===== config.mk =====
export PLATFORM = sky130hd
export DESIGN_NAME = dqb_sqrt
export DESIGN_NICKNAME = d
export VERILOG_FILES = /design/src/rtl/dqb_pkg.sv /design/src/rtl/dqb_sqrt.sv
export SDC_FILE = /design/constraint.sdc
export NUM_CORES = 2
export LEC_CHECK = 0
export ABC_AREA = 1
export BUFFER_PORTS_ARGS = -buffer_cell sky130_fd_sc_hd__buf_2
export CAP_MARGIN = 10
export CORE_MARGIN = 1.5
export CORE_UTILIZATION = 60
export DETAILED_ROUTE_END_ITERATION = 12
export GPL_TIMING_DRIVEN = 0
export HOLD_SLACK_MARGIN = 0.02
export PLACE_DENSITY = 0.74
export REMOVE_ABC_BUFFERS = 1
export SYNTH_ARGS = -nofsm -noshare
export SYNTH_HDL_FRONTEND = slang
export SYNTH_SLANG_ARGS = --single-unit

===== constraint.sdc =====
create_clock -name clock -period 3.7 [get_ports clock]
set_clock_uncertainty 0.05 [all_clocks]
set_input_delay 0.74 -clock clock [delete_from_list [all_inputs] [get_ports clock]]
set_output_delay 0.74 -clock clock [all_outputs]
set_load 0.1 [all_outputs]

===== src/rtl/dqb_pkg.sv =====
// ----------------------------------------------------------------------------
// dqb_pkg
// shared constants, transaction types and helpers of the dual quaternion blend
// ----------------------------------------------------------------------------
package dqb_pkg;

   localparam int REAL_FRAC_BITS   = 14;
   localparam int WEIGHT_FRAC_BITS = 16;

   localparam int COMP_W     = 16;
   localparam int NUM_COMP   = 4;
   localparam int NUM_LANES  = 2 * NUM_COMP;
   localparam int WORD_W     = COMP_W * NUM_COMP;
   localparam int WEIGHT_W   = 17;
   localparam int BLEND_W    = COMP_W + 1;
   localparam int PROD_W     = 36;
   localparam int DOT_P_W    = 2 * COMP_W;
   localparam int DOT_W      = DOT_P_W + 2;
   localparam int SQR_W      = 2 * COMP_W;
   localparam int SUM_W      = SQR_W + 1;
   localparam int SQRT_SHIFT = 24;
   localparam int ROOT_W     = (SUM_W + SQRT_SHIFT + 1) / 2;
   localparam int SQ_W       = 2 * ROOT_W + 1;
   localparam int NORM_SHIFT = REAL_FRAC_BITS + 12;
   localparam int QUOT_BITS  = COMP_W - 1;
   localparam int MAG_W      = COMP_W + 1;
   localparam int DIV_W      = (NORM_SHIFT + MAG_W + 1 > ROOT_W + QUOT_BITS + 1) ?
                               NORM_SHIFT + MAG_W + 1 : ROOT_W + QUOT_BITS + 1;
   localparam int DIV_LAT    = QUOT_BITS + 1;
   localparam int DLY_LEN    = ROOT_W + DIV_LAT;
   localparam int PIPE_LAT   = 8 + DLY_LEN;
   localparam int COMP_MAX   = (1 << (COMP_W - 1)) - 1;

   localparam logic [WEIGHT_W-1:0] WEIGHT_ONE = WEIGHT_W'(1) << WEIGHT_FRAC_BITS;

   typedef logic signed [BLEND_W-1:0] blend_type;

   typedef struct packed {
      logic [WORD_W-1:0]   a_real;
      logic [WORD_W-1:0]   a_dual;
      logic [WORD_W-1:0]   b_real;
      logic [WORD_W-1:0]   b_dual;
      logic [WEIGHT_W-1:0] weight;
   } req_type;

   typedef struct packed {
      logic [WORD_W-1:0] out_real;
      logic [WORD_W-1:0] out_dual;
      logic              zero_norm;
   } rsp_type;

   typedef struct packed {
      logic              t_zero;
      logic              t_one;
      logic [WORD_W-1:0] real_w;
      logic [WORD_W-1:0] dual_w;
   } byp_type;

   typedef struct packed {
      logic              use_alt;
      logic              zero_norm;
      logic [WORD_W-1:0] real_w;
      logic [WORD_W-1:0] dual_w;
   } alt_type;

   function automatic logic signed [COMP_W-1:0] get_comp(input logic [WORD_W-1:0] w,
                                                         input int k);
      return w[WORD_W-1-COMP_W*k -: COMP_W];
   endfunction

   function automatic logic [COMP_W-1:0] sat_comp(input blend_type v);
      if (v > $signed(BLEND_W'(COMP_MAX))) begin
         return COMP_W'(COMP_MAX);
      end else if (v < -$signed(BLEND_W'(COMP_MAX)) - 1) begin
         return COMP_W'(COMP_MAX) + COMP_W'(1);
      end
      return v[COMP_W-1:0];
   endfunction

endpackage


===== src/rtl/dqb_sqrt.sv =====
// ----------------------------------------------------------------------------
// dqb_sqrt
// pipelined integer square root, one root bit per stage
// ----------------------------------------------------------------------------
module dqb_sqrt (
   input  logic                          clock,
   input  logic [dqb_pkg::SQ_W-1:0]      radicand,
   output logic [dqb_pkg::ROOT_W-1:0]    root
);

   logic [dqb_pkg::SQ_W-1:0]   rem_ff  [dqb_pkg::ROOT_W];
   logic [dqb_pkg::ROOT_W-1:0] root_ff [dqb_pkg::ROOT_W];

   for (genvar j = 0; j < dqb_pkg::ROOT_W; j++) begin : g_step
      localparam int BIT = dqb_pkg::ROOT_W - 1 - j;
      logic [dqb_pkg::SQ_W-1:0]   rem_prev, trial, rem_in;
      logic [dqb_pkg::ROOT_W-1:0] root_prev, root_in;

      if (j == 0) begin : g_first
         assign rem_prev  = radicand;
         assign root_prev = '0;
      end else begin : g_next
         assign rem_prev  = rem_ff[j-1];
         assign root_prev = root_ff[j-1];
      end

      always_comb begin
         trial = ({{(dqb_pkg::SQ_W - dqb_pkg::ROOT_W){1'b0}}, root_prev} << (BIT + 1))
                 + (dqb_pkg::SQ_W'(1) << (2 * BIT));
         if (rem_prev >= trial) begin
            rem_in  = rem_prev - trial;
            root_in = root_prev | (dqb_pkg::ROOT_W'(1) << BIT);
         end else begin
            rem_in  = rem_prev;
            root_in = root_prev;
         end
      end

      always_ff @(posedge clock) begin
         rem_ff[j]  <= rem_in;
         root_ff[j] <= root_in;
      end
   end

   assign root = root_ff[dqb_pkg::ROOT_W-1];

endmodule


# Word level (Yosys, flattened, before mapping)
# Memory sizes are Yosys's and may differ from the RTL's.
# Index checks and enable logic that the tools add are counted.
dict set report totals {
  reg_bits 0
  mem_bits_rw 2552
  in_bits 60
  output_inout_bits 29
  word_cells 146
  mem_count 2
}
dict set report classes {
  add_sub_neg 57
  n_lt_le_gt_ge 29
  n_mux 58
}
# name words word_bits read_ports rd_clocked_by_memory_dff wr line
set mem_list {}
lappend mem_list {rem_ff 29 59 28 0 29 dqb_sqrt.sv:11} ;# logic [dqb_pkg::SQ_W-1:0] rem_ff [dqb_pkg::ROOT_W];
lappend mem_list {root_ff 29 29 29 0 29 dqb_sqrt.sv:12} ;# logic [dqb_pkg::ROOT_W-1:0] root_ff [dqb_pkg::ROOT_W];
# op count
set op_table {}
lappend op_table {{two-way mux 59 bit} 29}
lappend op_table {{greater-or-equal comparator 59 bit} 4}
lappend op_table {{subtractor 59 bit} 4}
lappend op_table {{greater-or-equal comparator 59 x 35 -> 1 bit} 1}
lappend op_table {{greater-or-equal comparator 59 x 36 -> 1 bit} 1}
lappend op_table {{greater-or-equal comparator 59 x 37 -> 1 bit} 1}
lappend op_table {{greater-or-equal comparator 59 x 38 -> 1 bit} 1}
lappend op_table {{greater-or-equal comparator 59 x 39 -> 1 bit} 1}
lappend op_table {{greater-or-equal comparator 59 x 40 -> 1 bit} 1}
lappend op_table {{greater-or-equal comparator 59 x 41 -> 1 bit} 1}
lappend op_table {{greater-or-equal comparator 59 x 42 -> 1 bit} 1}
lappend op_table {{greater-or-equal comparator 59 x 43 -> 1 bit} 1}
lappend op_table {{greater-or-equal comparator 59 x 44 -> 1 bit} 1}
lappend op_table {{greater-or-equal comparator 59 x 45 -> 1 bit} 1}
lappend op_table {{greater-or-equal comparator 59 x 46 -> 1 bit} 1}
lappend op_table {{greater-or-equal comparator 59 x 47 -> 1 bit} 1}
lappend op_table {{greater-or-equal comparator 59 x 48 -> 1 bit} 1}
lappend op_table {{greater-or-equal comparator 59 x 49 -> 1 bit} 1}
lappend op_table {{greater-or-equal comparator 59 x 50 -> 1 bit} 1}
lappend op_table {{greater-or-equal comparator 59 x 51 -> 1 bit} 1}
lappend op_table {{greater-or-equal comparator 59 x 52 -> 1 bit} 1}
lappend op_table {{greater-or-equal comparator 59 x 53 -> 1 bit} 1}
lappend op_table {{greater-or-equal comparator 59 x 54 -> 1 bit} 1}
lappend op_table {{greater-or-equal comparator 59 x 55 -> 1 bit} 1}
lappend op_table {{86 further kinds} 86}

# Depth between registers and ports, before layout
# An unclocked memory read counts as a cell.
dict set report logic_depth {
  word_depth 4
  depth_mapped 17
  depth_no_buf 16
}

# Worst setup path before layout
# OpenSTA, ideal clock, no wires.
dict set report synth_path {
  kind {register -> register}
  from {mem root_ff[13][24] (netlist bit)}
  to {mem rem_ff[1][697] (netlist bit)}
  setup_ns 0.116
  arrival_time_ns 1.832
  required_ns 3.534
  slack_ns 1.702
  path_stages_with_launch 12
  n_path_buf 1
  period_less_slack_ns 1.998
  path_cell_list {dfxtp_1 > inv_1 > ha_1 > nand2_1 > inv_1 > a21oi_1 > nand2_1 > a21oi_1 > nand2_2 > a21oi_4 > buf_4 > a21oi_1}
}
# item line
set synth_rtl {}
lappend synth_rtl {{start, declared} dqb_sqrt.sv:12}
lappend synth_rtl {{end, declared} dqb_sqrt.sv:11}

==> metrics.cfg <==
[outcome]
run_status=completed

[critical_path]
path_cells=inv_1 > ha_1 > nand2_1 > nor2_1 > nand2_1 > nor2_1 > nand2_1 > nor2_1 > nor2_2 > nand2_4 > inv_4 > a21oi_1
crit_type=reg -> reg
max_stage_delay_ns=0.57
cp-start-kind=register
r2r_setup_slack_ns=0.07
critPathSlowestCell=a21oi_1
worstPathRequired_ns=4.32
worst-path-max-fanout=53
cp.arrival_ns=4.24
end_kind=register

[routing]
wirelength_mm=338
drtIter0Drc=8094
vias=92300
viasPerCell=5.27
ant_nets=0
wire_per_inst_um=19.3
drc=0
firstDrtPassIters=7

[sta]
finalSetupViolations=0
worst_hold_slack_ns=0.205
period_needed_ns=3.63
final_hold_viol_count=0
finalMaxSlewViolations=0
slew_headroom=0.157
tightest_slew_ns=1.26
rsz0062_at_grt=false
finalCritPeriodShare=0.980
fmax_mhz=276

[synthesis]
syn_avg_cell_area_um2=6.79
synthesis.area_um2=101000
yosys.cell_count.top_type=nand2_1
yosysTopAreaCell=dfxtp_1
ys_seq_area_frac=0.413
ys_warn_count=0
synth-seq-cells=2087
synth_edf_count=0
synthCells=14900
synthFlopType=dfxtp_1
synth_cell_type_count=60
synth.top_cell.area_share=0.413
async_flop_share=0
synthTopCellsByArea=dfxtp_1 (41%), nand2_1 (19%), inv_1 (9.6%)
synthTopCellsByCount=nand2_1 (5012), inv_1 (2580), dfxtp_1 (2087), nor2_1 (1681), nand3_1 (788)

[clocking]
clk_pin_slew_worst_paths_ns=0.07
htree_levels=4
cts_made_buffers=199
root_buffer=clkbuf_16
cts_tree=yes
cts_max_path_buffers=3
clk_latency_ns=0.88
cts_setup_buffers=0
cts_sinks=2087

[floorplanning]
die_w_um=414
core_area_um2=167000
rows=150
pin_count=89
die_h_um=414
start_util=0.604
dieArea_um2=171000

[layout]
nets=15700
drive_gt1_frac=0.0403
fill_cells=15300
finalNonFillerCells=17500
final_util=0.665
stdcell_area_um2=111000
syn2layout_area_growth_pct=10.1

[power]
p_clk_frac=0.256
swShare=0.414
vdd_drop_max_mv=0.613
power_density_nw_per_um2=748
p_comb_frac=0.336
p_switching_mw=34.5
leakagePower_nw=58.7
p_int_mw=48.9
seq_power_share=0.409
power.total_mw=83.4

[global_route]
grt_pass1_wl_mm=499
grt_max_degree=57
grt-ovfl-total=0
grt_pass1_vias=86000
track_usage=0.386
antenna_found_initial=13

[placed_design]
place_inst=17100
placed_cell_area_um2=104000
gp_congestion=1.06
dp_hpwl_mm=272
io_buffers=88

[flow_run]
cap_violations=0

[min_path]
min-delay-path-class=in -> reg

==> kinds of logic (layout without fill, tap and decap cells) <==
group                      Yosys count  in the layout  synth area share
and+or+nand+nor                   8276           8276             0.337
buffers and inverters             2705           3114             0.104
DFF                               2087           2087             0.413
AOI/OAI and AO/OA                  978            978            0.0538
adders and majority gates          462            462            0.0571
xor gates and xnor gates           404            404            0.0350
other                                0              8                 0
==> layout make-up <==
type,count,area [µm²],share of cell area
multi-input combinational,10100,48900,0.439
sequential,2087,41800,0.375
inverter,2597,9770,0.0877
clock buffer,272,5680,0.0510
tap,2204,2760,0.0248
clock inverter,95,1370,0.0123
timing repair buffer,150,1100,0.00986
antenna,8,20.0,0.000180
==> power by group through the flow <==
stage	registers, mW	logic (mW)	clock network, mW
after floorplan	30.7	20.0	0
after global placement	34.2	27.0	0
after detailed placement	34.1	27.1	0
after global routing	34.1	31.2	22.5
after CTS	33.7	27.4	21.5
final	34.1	28.0	21.3
==> critical path: cells and delay by family (launching register included) <==
family,cells,cell delay (ns)
and+or+nand+nor,8,1.42
adders and majority gates,1,0.48
DFF,1,0.46
buffers and inverters,2,0.40
AOI/OAI and AO/OA,1,0.57
==> final timing paths <==
| check | start | endpoint | cells after the start |
|---|---|---|---|
| worst max register to register | root_ff[11][26] | rem_ff[1][471] | 12 |
| worst max-delay path | root_ff[11][26] | rem_ff[1][471] | 12 |
| worst min-delay path | radicand[56] | rem_ff[0][56] | 2 |
| worst min register to register | root_ff[12][21] | root_ff[12][50] | 0 |
==> metal layers <==
metal	wire length (µm)	global-route usage	part of all wire
met1	131000	0.444	0.39
met2	153000	0.642	0.45
met3	23500	0.0654	0.070
met4	30500	0.294	0.090
met5	79	0	0.00023
==> metrics by stage <==
step	setup WS [ns]	TNS, ns
final	0.0724	0
after global routing	0.00356	0
after CTS	0.0803	0
after detailed placement	-0.296	-4.44
after global placement	-1.06	-91.34
after floorplan	0.510	0
==> sequential cells by signal, indices dropped and copies added, names as in the netlist <==
| register | cells |
|---|---|
| rem_ff | 1652 |
| root_ff | 435 |
==> layout by cell type, fill, tap and decap left out, drive strengths merged, types with 53 or more instances in the layout <==
| cell type | n |
|---|---|
| dfxtp | 2087 |
| nand3b | 102 |
| nand4 | 291 |
| xnor2 | 184 |
| nand2 | 5040 |
| nor3 | 176 |
| nor4 | 105 |
| xor2 | 220 |
| ha | 462 |
| buf | 94 |
| o21ai | 347 |
| a21oi | 528 |
| dlygate4sd3 | 56 |
| nand3 | 794 |
| nor2 | 1718 |
| inv | 2610 |
| clkbuf | 272 |
| clkinv | 53 |
==> timing repair <==
action | CTS | global route
hold endpoints to repair | 56 | 0
setup endpoints to repair | 94 | 31
hold buffers | 56 | 0
gates resized for setup | 4 | 7
pin swaps | 0 | 0
Note: power is estimated with default switching activity, not from simulation.
