## src/rtl/dqb_pkg.sv

```systemverilog
// ----------------------------------------------------------------------------
// dqb_pkg
// shared constants, transaction types and helpers of the dual quaternion blend
// ----------------------------------------------------------------------------
package dqb_pkg;

   localparam int REAL_FRAC_BITS   = 14;
   localparam int WEIGHT_FRAC_BITS = 16;

   localparam int COMP_W     = 16;
   localparam int NUM_COMP   = 4;
   localparam int NUM_LANES  = 2 * NUM_COMP;
   localparam int WORD_W     = COMP_W * NUM_COMP;
   localparam int WEIGHT_W   = 17;
   localparam int BLEND_W    = COMP_W + 1;
   localparam int PROD_W     = 36;
   localparam int DOT_P_W    = 2 * COMP_W;
   localparam int DOT_W      = DOT_P_W + 2;
   localparam int SQR_W      = 2 * COMP_W;
   localparam int SUM_W      = SQR_W + 1;
   localparam int SQRT_SHIFT = 24;
   localparam int ROOT_W     = (SUM_W + SQRT_SHIFT + 1) / 2;
   localparam int SQ_W       = 2 * ROOT_W + 1;
   localparam int NORM_SHIFT = REAL_FRAC_BITS + 12;
   localparam int QUOT_BITS  = COMP_W - 1;
   localparam int MAG_W      = COMP_W + 1;
   localparam int DIV_W      = (NORM_SHIFT + MAG_W + 1 > ROOT_W + QUOT_BITS + 1) ?
                               NORM_SHIFT + MAG_W + 1 : ROOT_W + QUOT_BITS + 1;
   localparam int DIV_LAT    = QUOT_BITS + 1;
   localparam int DLY_LEN    = ROOT_W + DIV_LAT;
   localparam int PIPE_LAT   = 8 + DLY_LEN;
   localparam int COMP_MAX   = (1 << (COMP_W - 1)) - 1;

   localparam logic [WEIGHT_W-1:0] WEIGHT_ONE = WEIGHT_W'(1) << WEIGHT_FRAC_BITS;

   typedef logic signed [BLEND_W-1:0] blend_type;

   typedef struct packed {
      logic [WORD_W-1:0]   a_real;
      logic [WORD_W-1:0]   a_dual;
      logic [WORD_W-1:0]   b_real;
      logic [WORD_W-1:0]   b_dual;
      logic [WEIGHT_W-1:0] weight;
   } req_type;

   typedef struct packed {
      logic [WORD_W-1:0] out_real;
      logic [WORD_W-1:0] out_dual;
      logic              zero_norm;
   } rsp_type;

   typedef struct packed {
      logic              t_zero;
      logic              t_one;
      logic [WORD_W-1:0] real_w;
      logic [WORD_W-1:0] dual_w;
   } byp_type;

   typedef struct packed {
      logic              use_alt;
      logic              zero_norm;
      logic [WORD_W-1:0] real_w;
      logic [WORD_W-1:0] dual_w;
   } alt_type;

   function automatic logic signed [COMP_W-1:0] get_comp(input logic [WORD_W-1:0] w,
                                                         input int k);
      return w[WORD_W-1-COMP_W*k -: COMP_W];
   endfunction

   function automatic logic [COMP_W-1:0] sat_comp(input blend_type v);
      if (v > $signed(BLEND_W'(COMP_MAX))) begin
         return COMP_W'(COMP_MAX);
      end else if (v < -$signed(BLEND_W'(COMP_MAX)) - 1) begin
         return COMP_W'(COMP_MAX) + COMP_W'(1);
      end
      return v[COMP_W-1:0];
   endfunction

endpackage

```

## src/rtl/dqb_div.sv

```systemverilog
// ----------------------------------------------------------------------------
// dqb_div
// pipelined rounded divide of one component by the norm, saturated result
// ----------------------------------------------------------------------------
module dqb_div (
   input  logic                          clock,
   input  dqb_pkg::blend_type            comp,
   input  logic [dqb_pkg::ROOT_W-1:0]    norm,
   output logic [dqb_pkg::COMP_W-1:0]    quot
);

   logic [dqb_pkg::DIV_W-1:0]     r_ff   [dqb_pkg::DIV_LAT];
   logic [dqb_pkg::ROOT_W-1:0]    d_ff   [dqb_pkg::DIV_LAT];
   logic [dqb_pkg::QUOT_BITS-1:0] q_ff   [dqb_pkg::DIV_LAT];
   logic                          neg_ff [dqb_pkg::DIV_LAT];
   logic                          ovf_ff [dqb_pkg::DIV_LAT];

   logic [dqb_pkg::MAG_W-1:0] mag, qmag, qneg;
   logic [dqb_pkg::DIV_W-1:0] numer, limit;

   always_comb begin
      mag   = comp[dqb_pkg::BLEND_W-1] ? unsigned'(-comp) : unsigned'(comp);
      numer = (dqb_pkg::DIV_W'(mag) << dqb_pkg::NORM_SHIFT) + dqb_pkg::DIV_W'(norm >> 1);
      limit = dqb_pkg::DIV_W'(norm) << dqb_pkg::QUOT_BITS;
   end

   always_ff @(posedge clock) begin
      r_ff[0]   <= numer;
      d_ff[0]   <= norm;
      q_ff[0]   <= '0;
      neg_ff[0] <= comp[dqb_pkg::BLEND_W-1];
      ovf_ff[0] <= numer >= limit;
   end

   for (genvar j = 1; j < dqb_pkg::DIV_LAT; j++) begin : g_step
      localparam int BIT = dqb_pkg::QUOT_BITS - j;
      logic [dqb_pkg::DIV_W-1:0]     sub, r_in;
      logic [dqb_pkg::QUOT_BITS-1:0] q_in;

      always_comb begin
         sub = dqb_pkg::DIV_W'(d_ff[j-1]) << BIT;
         if (r_ff[j-1] >= sub) begin
            r_in = r_ff[j-1] - sub;
            q_in = q_ff[j-1] | (dqb_pkg::QUOT_BITS'(1) << BIT);
         end else begin
            r_in = r_ff[j-1];
            q_in = q_ff[j-1];
         end
      end

      always_ff @(posedge clock) begin
         r_ff[j]   <= r_in;
         d_ff[j]   <= d_ff[j-1];
         q_ff[j]   <= q_in;
         neg_ff[j] <= neg_ff[j-1];
         ovf_ff[j] <= ovf_ff[j-1];
      end
   end

   always_comb begin
      qmag = ovf_ff[dqb_pkg::DIV_LAT-1] ? (dqb_pkg::MAG_W'(1) << dqb_pkg::QUOT_BITS)
                                        : dqb_pkg::MAG_W'(q_ff[dqb_pkg::DIV_LAT-1]);
      qneg = -qmag;
      if (neg_ff[dqb_pkg::DIV_LAT-1]) begin
         quot = qneg[dqb_pkg::COMP_W-1:0];
      end else if (qmag > dqb_pkg::MAG_W'(dqb_pkg::COMP_MAX)) begin
         quot = dqb_pkg::COMP_W'(dqb_pkg::COMP_MAX);
      end else begin
         quot = qmag[dqb_pkg::COMP_W-1:0];
      end
   end

endmodule
```

## config.mk

```make
export PLATFORM = sky130hd
export DESIGN_NAME = dqb_div
export DESIGN_NICKNAME = d
export VERILOG_FILES = /design/src/rtl/dqb_pkg.sv /design/src/rtl/dqb_div.sv
export SDC_FILE = /design/constraint.sdc
export NUM_CORES = 2
export LEC_CHECK = 0
export BUFFER_PORTS_ARGS = -buffer_cell sky130_fd_sc_hd__buf_2
export CORE_ASPECT_RATIO = 1.25
export CORE_MARGIN = 2
export CORE_UTILIZATION = 59
export CTS_BUF_LIST = sky130_fd_sc_hd__clkbuf_8
export CTS_CLUSTER_DIAMETER = 120
export DETAILED_ROUTE_END_ITERATION = 10
export PLACE_DENSITY = 0.88
export SYNTH_ARGS = -nofsm -noshare
export SYNTH_HDL_FRONTEND = slang
export SYNTH_SLANG_ARGS = --single-unit
```

## constraint.sdc

```tcl
create_clock -name clock -period 4 [get_ports clock]
set_input_delay 0.4 -clock clock [delete_from_list [all_inputs] [get_ports clock]]
set_output_delay 0.4 -clock clock [all_outputs]
set_load 0.02 [all_outputs]
```

Yosys cells after proc, flatten, opt, wreduce, memory -nomap -nowiden

Memories as Yosys holds them, arrays and structs flattened.
Index checks and enable logic that the tools add are counted.

Register bits after elaboration: 0
Bits in writable memories: 1456
Input bits: 47
Output and inout bits: 16
Logic and storage cells: 74
Memories kept: 5

Memories:

| name   | words | bits a word | read ports | clocked after memory_dff | write ports | RTL line      | text |
|---|---|---|---|---|---|---|---|
| r_ff   | 16    | 45          | 15         | 0                        | 16          | dqb_div.sv:12 | `logic [dqb_pkg::DIV_W-1:0] r_ff [dqb_pkg::DIV_LAT];` |
| d_ff   | 16    | 29          | 15         | 0                        | 16          | dqb_div.sv:13 | `logic [dqb_pkg::ROOT_W-1:0] d_ff [dqb_pkg::DIV_LAT];` |
| q_ff   | 16    | 15          | 16         | 0                        | 16          | dqb_div.sv:14 | `logic [dqb_pkg::QUOT_BITS-1:0] q_ff [dqb_pkg::DIV_LAT];` |
| neg_ff | 16    | 1           | 16         | 0                        | 16          | dqb_div.sv:15 | `logic neg_ff [dqb_pkg::DIV_LAT];` |
| ovf_ff | 16    | 1           | 16         | 0                        | 16          | dqb_div.sv:16 | `logic ovf_ff [dqb_pkg::DIV_LAT];` |

Add/sub/neg operators: 18
Magnitude comparators: 17
Muxes and demuxes: 34

Operator list:

| cell                                                           | number |
|---|---|
| 45-bit two-way mux                                             | 15 |
| 16-bit two-way mux                                             | 3 |
| 45-bit by 29-bit greater-or-equal comparator with 1-bit output | 1 |
| 45-bit by 30-bit greater-or-equal comparator with 1-bit output | 1 |
| 45-bit by 31-bit greater-or-equal comparator with 1-bit output | 1 |
| 45-bit by 32-bit greater-or-equal comparator with 1-bit output | 1 |
| 45-bit by 33-bit greater-or-equal comparator with 1-bit output | 1 |
| 45-bit by 34-bit greater-or-equal comparator with 1-bit output | 1 |
| 45-bit by 35-bit greater-or-equal comparator with 1-bit output | 1 |
| 45-bit by 36-bit greater-or-equal comparator with 1-bit output | 1 |
| 45-bit by 37-bit greater-or-equal comparator with 1-bit output | 1 |
| 45-bit by 38-bit greater-or-equal comparator with 1-bit output | 1 |
| 45-bit by 39-bit greater-or-equal comparator with 1-bit output | 1 |
| 45-bit by 40-bit greater-or-equal comparator with 1-bit output | 1 |
| 45-bit by 41-bit greater-or-equal comparator with 1-bit output | 1 |
| 45-bit by 42-bit greater-or-equal comparator with 1-bit output | 1 |
| 45-bit by 43-bit greater-or-equal comparator with 1-bit output | 1 |
| 45-bit by 29-bit subtractor with 45-bit output                 | 1 |
| 45-bit by 30-bit subtractor with 45-bit output                 | 1 |
| 45-bit by 31-bit subtractor with 45-bit output                 | 1 |
| 45-bit by 32-bit subtractor with 45-bit output                 | 1 |
| 45-bit by 33-bit subtractor with 45-bit output                 | 1 |
| 45-bit by 34-bit subtractor with 45-bit output                 | 1 |
| 45-bit by 35-bit subtractor with 45-bit output                 | 1 |
| 29 further kinds                                               | 29 |

Logic depth before layout (Yosys ltp)

An unclocked memory read counts as a cell.

Depth in word-level cells: 5
Depth in mapped cells: 23

Least setup slack after synthesis

No wires, ideal clock.

Kind: input to register
From: in comp[16]
To: mem ovf_ff[0][0]
Library setup time: 122 ps
Arrival time: 3631 ps
Data required time: 3878 ps
Setup slack: 247 ps
Stages on the path: 21
Buffers on the path: 2
Path through: clkbuf_1 > clkbuf_1 > nand2_1 > o21ai_0 > inv_1 > fa_1 > nor3_1 > nor2b_1 > o21ai_1 > nor2_1 > xnor2_1 > ha_1 > nor2b_1 > o21ai_0 > nand2b_1 > a21oi_1 > nor2b_1 > o21ai_0 > nand2b_1 > a21oi_1 > o31ai_1

RTL lines:

| what            | RTL line      | text |
|---|---|---|
| start, declared | dqb_div.sv:7  | `input dqb_pkg::blend_type comp,` |
| end, declared   | dqb_div.sv:16 |  |

==> flow_summary_export.csv <==
group,metric,value,unit
layout,final_cell_mix,"1129 x dfxtp_1, 594 x inv_1, 576 x a21oi_1, 480 x nor2_1, 469 x ha_1",
clock_tree,cts_tree,"done",
clock_tree,cts_root_buf,"clkbuf_8",
timing,worst_pin_slew,0.846,ns
clock_tree,ctsLongestPathBuffers,3,
yosys,yosys_warnings,0,
grt,grt_usage,29.2,%
critical_path,worst_setup_path_end_kind,"register",
yosys,synthCells,6126,
drt,drt_iter0_markers,2783,
status,status,"completed",
layout,finish.instance_area,60900,um2
pwr,p_int,30.3,mW
yosys,synth_edf_count,0,
yosys,yosys_register_bits,1130,
placed_design,io_buffers,62,
job,maxCapViolations,0,
clock_tree,cts_buffers,168,
timing,worst_slack,0.133,ns
yosys,synth.largest_area_cell,"dfxtp_1",
critical_path,cp.required,4.76,ns
pwr,power_frac_seq,33.7,%
pwr,finalPower,50.4,mW
drt,dr.pass1.iters,6,
die,rows,124,
yosys,synthDistinctLibCells,95,
pwr,power_frac_comb,46.6,%
pwr,p_leak,28.2,nW
timing,slew_headroom,42.8,%
clock_tree,htree_num_levels,4,
timing,finalCritPeriodShare,96.7,%
layout,drive_gt1_share,7.80,%
pwr,max-vdd-ir-drop,0.362,mV
yosys,syn_avg_cell_area,8.90,um2
grt,grt_max_degree,57,
timing,fmax,0.259,GHz
pwr,clkPwrFrac,19.7,%
pwr,p_per_area,828,nW/um2
pwr,p_sw,20.1,mW
clock_tree,clkSinkCount,1130,
clock_tree,insertion_delay,0.87,ns
drt,ant_nets,0,
grt,antenna_found_initial,2,
die,die_area,94900,um2
timing,finalHoldViolations,0,
yosys,syn_area,54500,um2
yosys,ys_seq_area_share,41.5,%
critical_path,start_kind,"register",
drt,vias,45100,
drt,vias_per_cell,5.87,
yosys,synth_top_area_share,41.5,%
timing,period_needed,3.87,ns
grt,grt_pass1_vias,46000,
timing,rsz0062_at_grt,"no",
placed_design,pre_cts_slack,-0.0121,ns
yosys,synthArstFlopShare,0,%
die,die_x,276,um
timing,setup-violations-final,0,
die,ios,63,
drt,wl,140000,um
critical_path,crit_type,"register to register",
placed_design,dp_hpwl,107000,um
placed_design,placed_cell_area,56800,um2
yosys,ys.flop_type,"dfxtp_1",
grt,grt_overflow,0,
timing,timing.final.max_slew_violations,0,
pwr,switching_share,39.9,%
critical_path,crit_arrival,4.63,ns
timing,hold_slack,0.0863,ns
clock_tree,clk_pin_slew,0.07,ns
timing,fin_skew,0.0559,ns
grt,grt_pass1_wl,222000,um
die,die_h,344,um
worst_hold_path,hold_class,"primary input to register",
drt,drc,0,
timing,tns,0,ns
die,start_util,59.6,%
die,core-area,91500,um2
layout,area_delta_synth_final,11.6,%
placed_design,gp_congestion,0.998,
yosys,synth_top_cells_by_area,"dfxtp_1 41%, ha_1 11%, a21oi_1 5.3%",
layout,nets,6884,
drt,wire_per_inst,18.3,um
critical_path,crit_fanout,5,
layout,final_common_cell,"dfxtp_1",
-- power groups by stage --
stage / combinational, mW / clock (mW) / sequential [mW]
CTS: 23.1 / 10.1 / 16.9
global placement: 22.2 / 0 / 17.0
floorplan: 18.0 / 0 / 16.2
finish: 23.5 / 9.92 / 17.0
global route: 25.9 / 10.5 / 17.3
detailed placement: 22.8 / 0 / 17.1
-- final timing paths --
| kind | start | end | slack, ns | cells past startpoint |
|---|---|---|---|---|
| min reg2reg | q_ff[7][6] | q_ff[7][21] | 0.32 | 0 |
| min | comp[4] | r_ff[0][30] | 0.09 | 4 |
| max reg2reg | d_ff[0][155] | r_ff[0][309] | 0.13 | 13 |
| max | d_ff[0][155] | r_ff[0][309] | 0.13 | 13 |
-- cell usage after synthesis (41+ instances only) --
| library cell | instances |
|---|---|
| a21oi_1 | 577 |
| and3_1 | 55 |
| nor4_1 | 76 |
| ha_1 | 469 |
| a21o_1 | 221 |
| nand4_1 | 90 |
| nand2_1 | 403 |
| o21a_1 | 72 |
| nor2b_1 | 71 |
| mux2_1 | 58 |
| dfxtp_1 | 1130 |
| xnor2_1 | 279 |
| xor2_1 | 207 |
| nand3_1 | 99 |
| inv_1 | 556 |
| a31oi_1 | 46 |
| o31ai_1 | 45 |
| nor3_1 | 109 |
| o21ai_1 | 171 |
| nor2_1 | 480 |
| clkbuf_1 | 119 |
| o21bai_1 | 41 |
| nand2b_1 | 94 |
| o21ai_0 | 155 |
-- kinds of logic (layout without fill, tap and decap cells) --
logic type / Yosys count / in the layout / synth area share (%)
adders and majority gates: 484 / 484 / 11.3
other: 1 / 5 / 0.00688
buffers and inverters: 717 / 1078 / 4.99
DFF: 1130 / 1130 / 41.5
AOI/OAI and AO/OA: 1585 / 1585 / 18.1
xor gates and xnor gates: 486 / 486 / 7.81
muxes: 77 / 77 / 1.58
and+or+nand+nor: 1646 / 1646 / 14.7
-- state kept, by name, summed over array words and instances (netlist names) --
register	flops
neg_ff	16
q_ff	120
r_ff	543
ovf_ff	16
d_ff	435
-- repair_timing --
item                                    4_1_cts  5_1_grt
buffers inserted                              0        2
endpoints found under the hold margin        40        0
endpoints found under the setup margin        5        8
hold buffers                                 41        0
gates resized for setup                       1        7
pin swaps                                     0        0
-- through the flow --
stage | cells | utilization, %
after global placement | 7337 | 62.0
after detailed placement | 7337 | 62.0
after global routing | 7687 | 66.5
after floorplan | 6127 | -
final | 7688 | 66.5
after CTS | 7683 | 66.5
-- critical path: stages (launching register included) --
cell and delay [ns]:
dfxtp_1 0.32, inv_1 0.09, ha_1 0.22, fa_1 0.41, nor2b_1 0.18, o31ai_1 0.10, a21oi_1 0.31, a31oi_1 0.31
nor3_1 0.45, o31ai_1 0.19, nor4bb_4 0.22, a2111oi_1 0.55, nor2b_1 0.24, xor2_1 0.17
-- final cells by class --
class	count	area, um2
Clock buffer	205	2820
Antenna cell	3	7.51
Sequential cell	1130	22600
Clock inverter	100	847
Tap cell	1197	1500
Timing Repair Buffer	208	1650
Fill cell	6999	30700
Multi-Input combinational cell	4280	29300
Inverter	565	2120
-- metal layers --
metal / up-vias / track usage [%] / wire length, um
li1: 21900 / - / -
met5: - / 0 / 0
met1: 21100 / 25.4 / 47000
met2: 1471 / 55.7 / 73400
met4: 0 / 27.7 / 14100
met3: 690 / 4.62 / 5860
(Power assumes the default switching activity.)
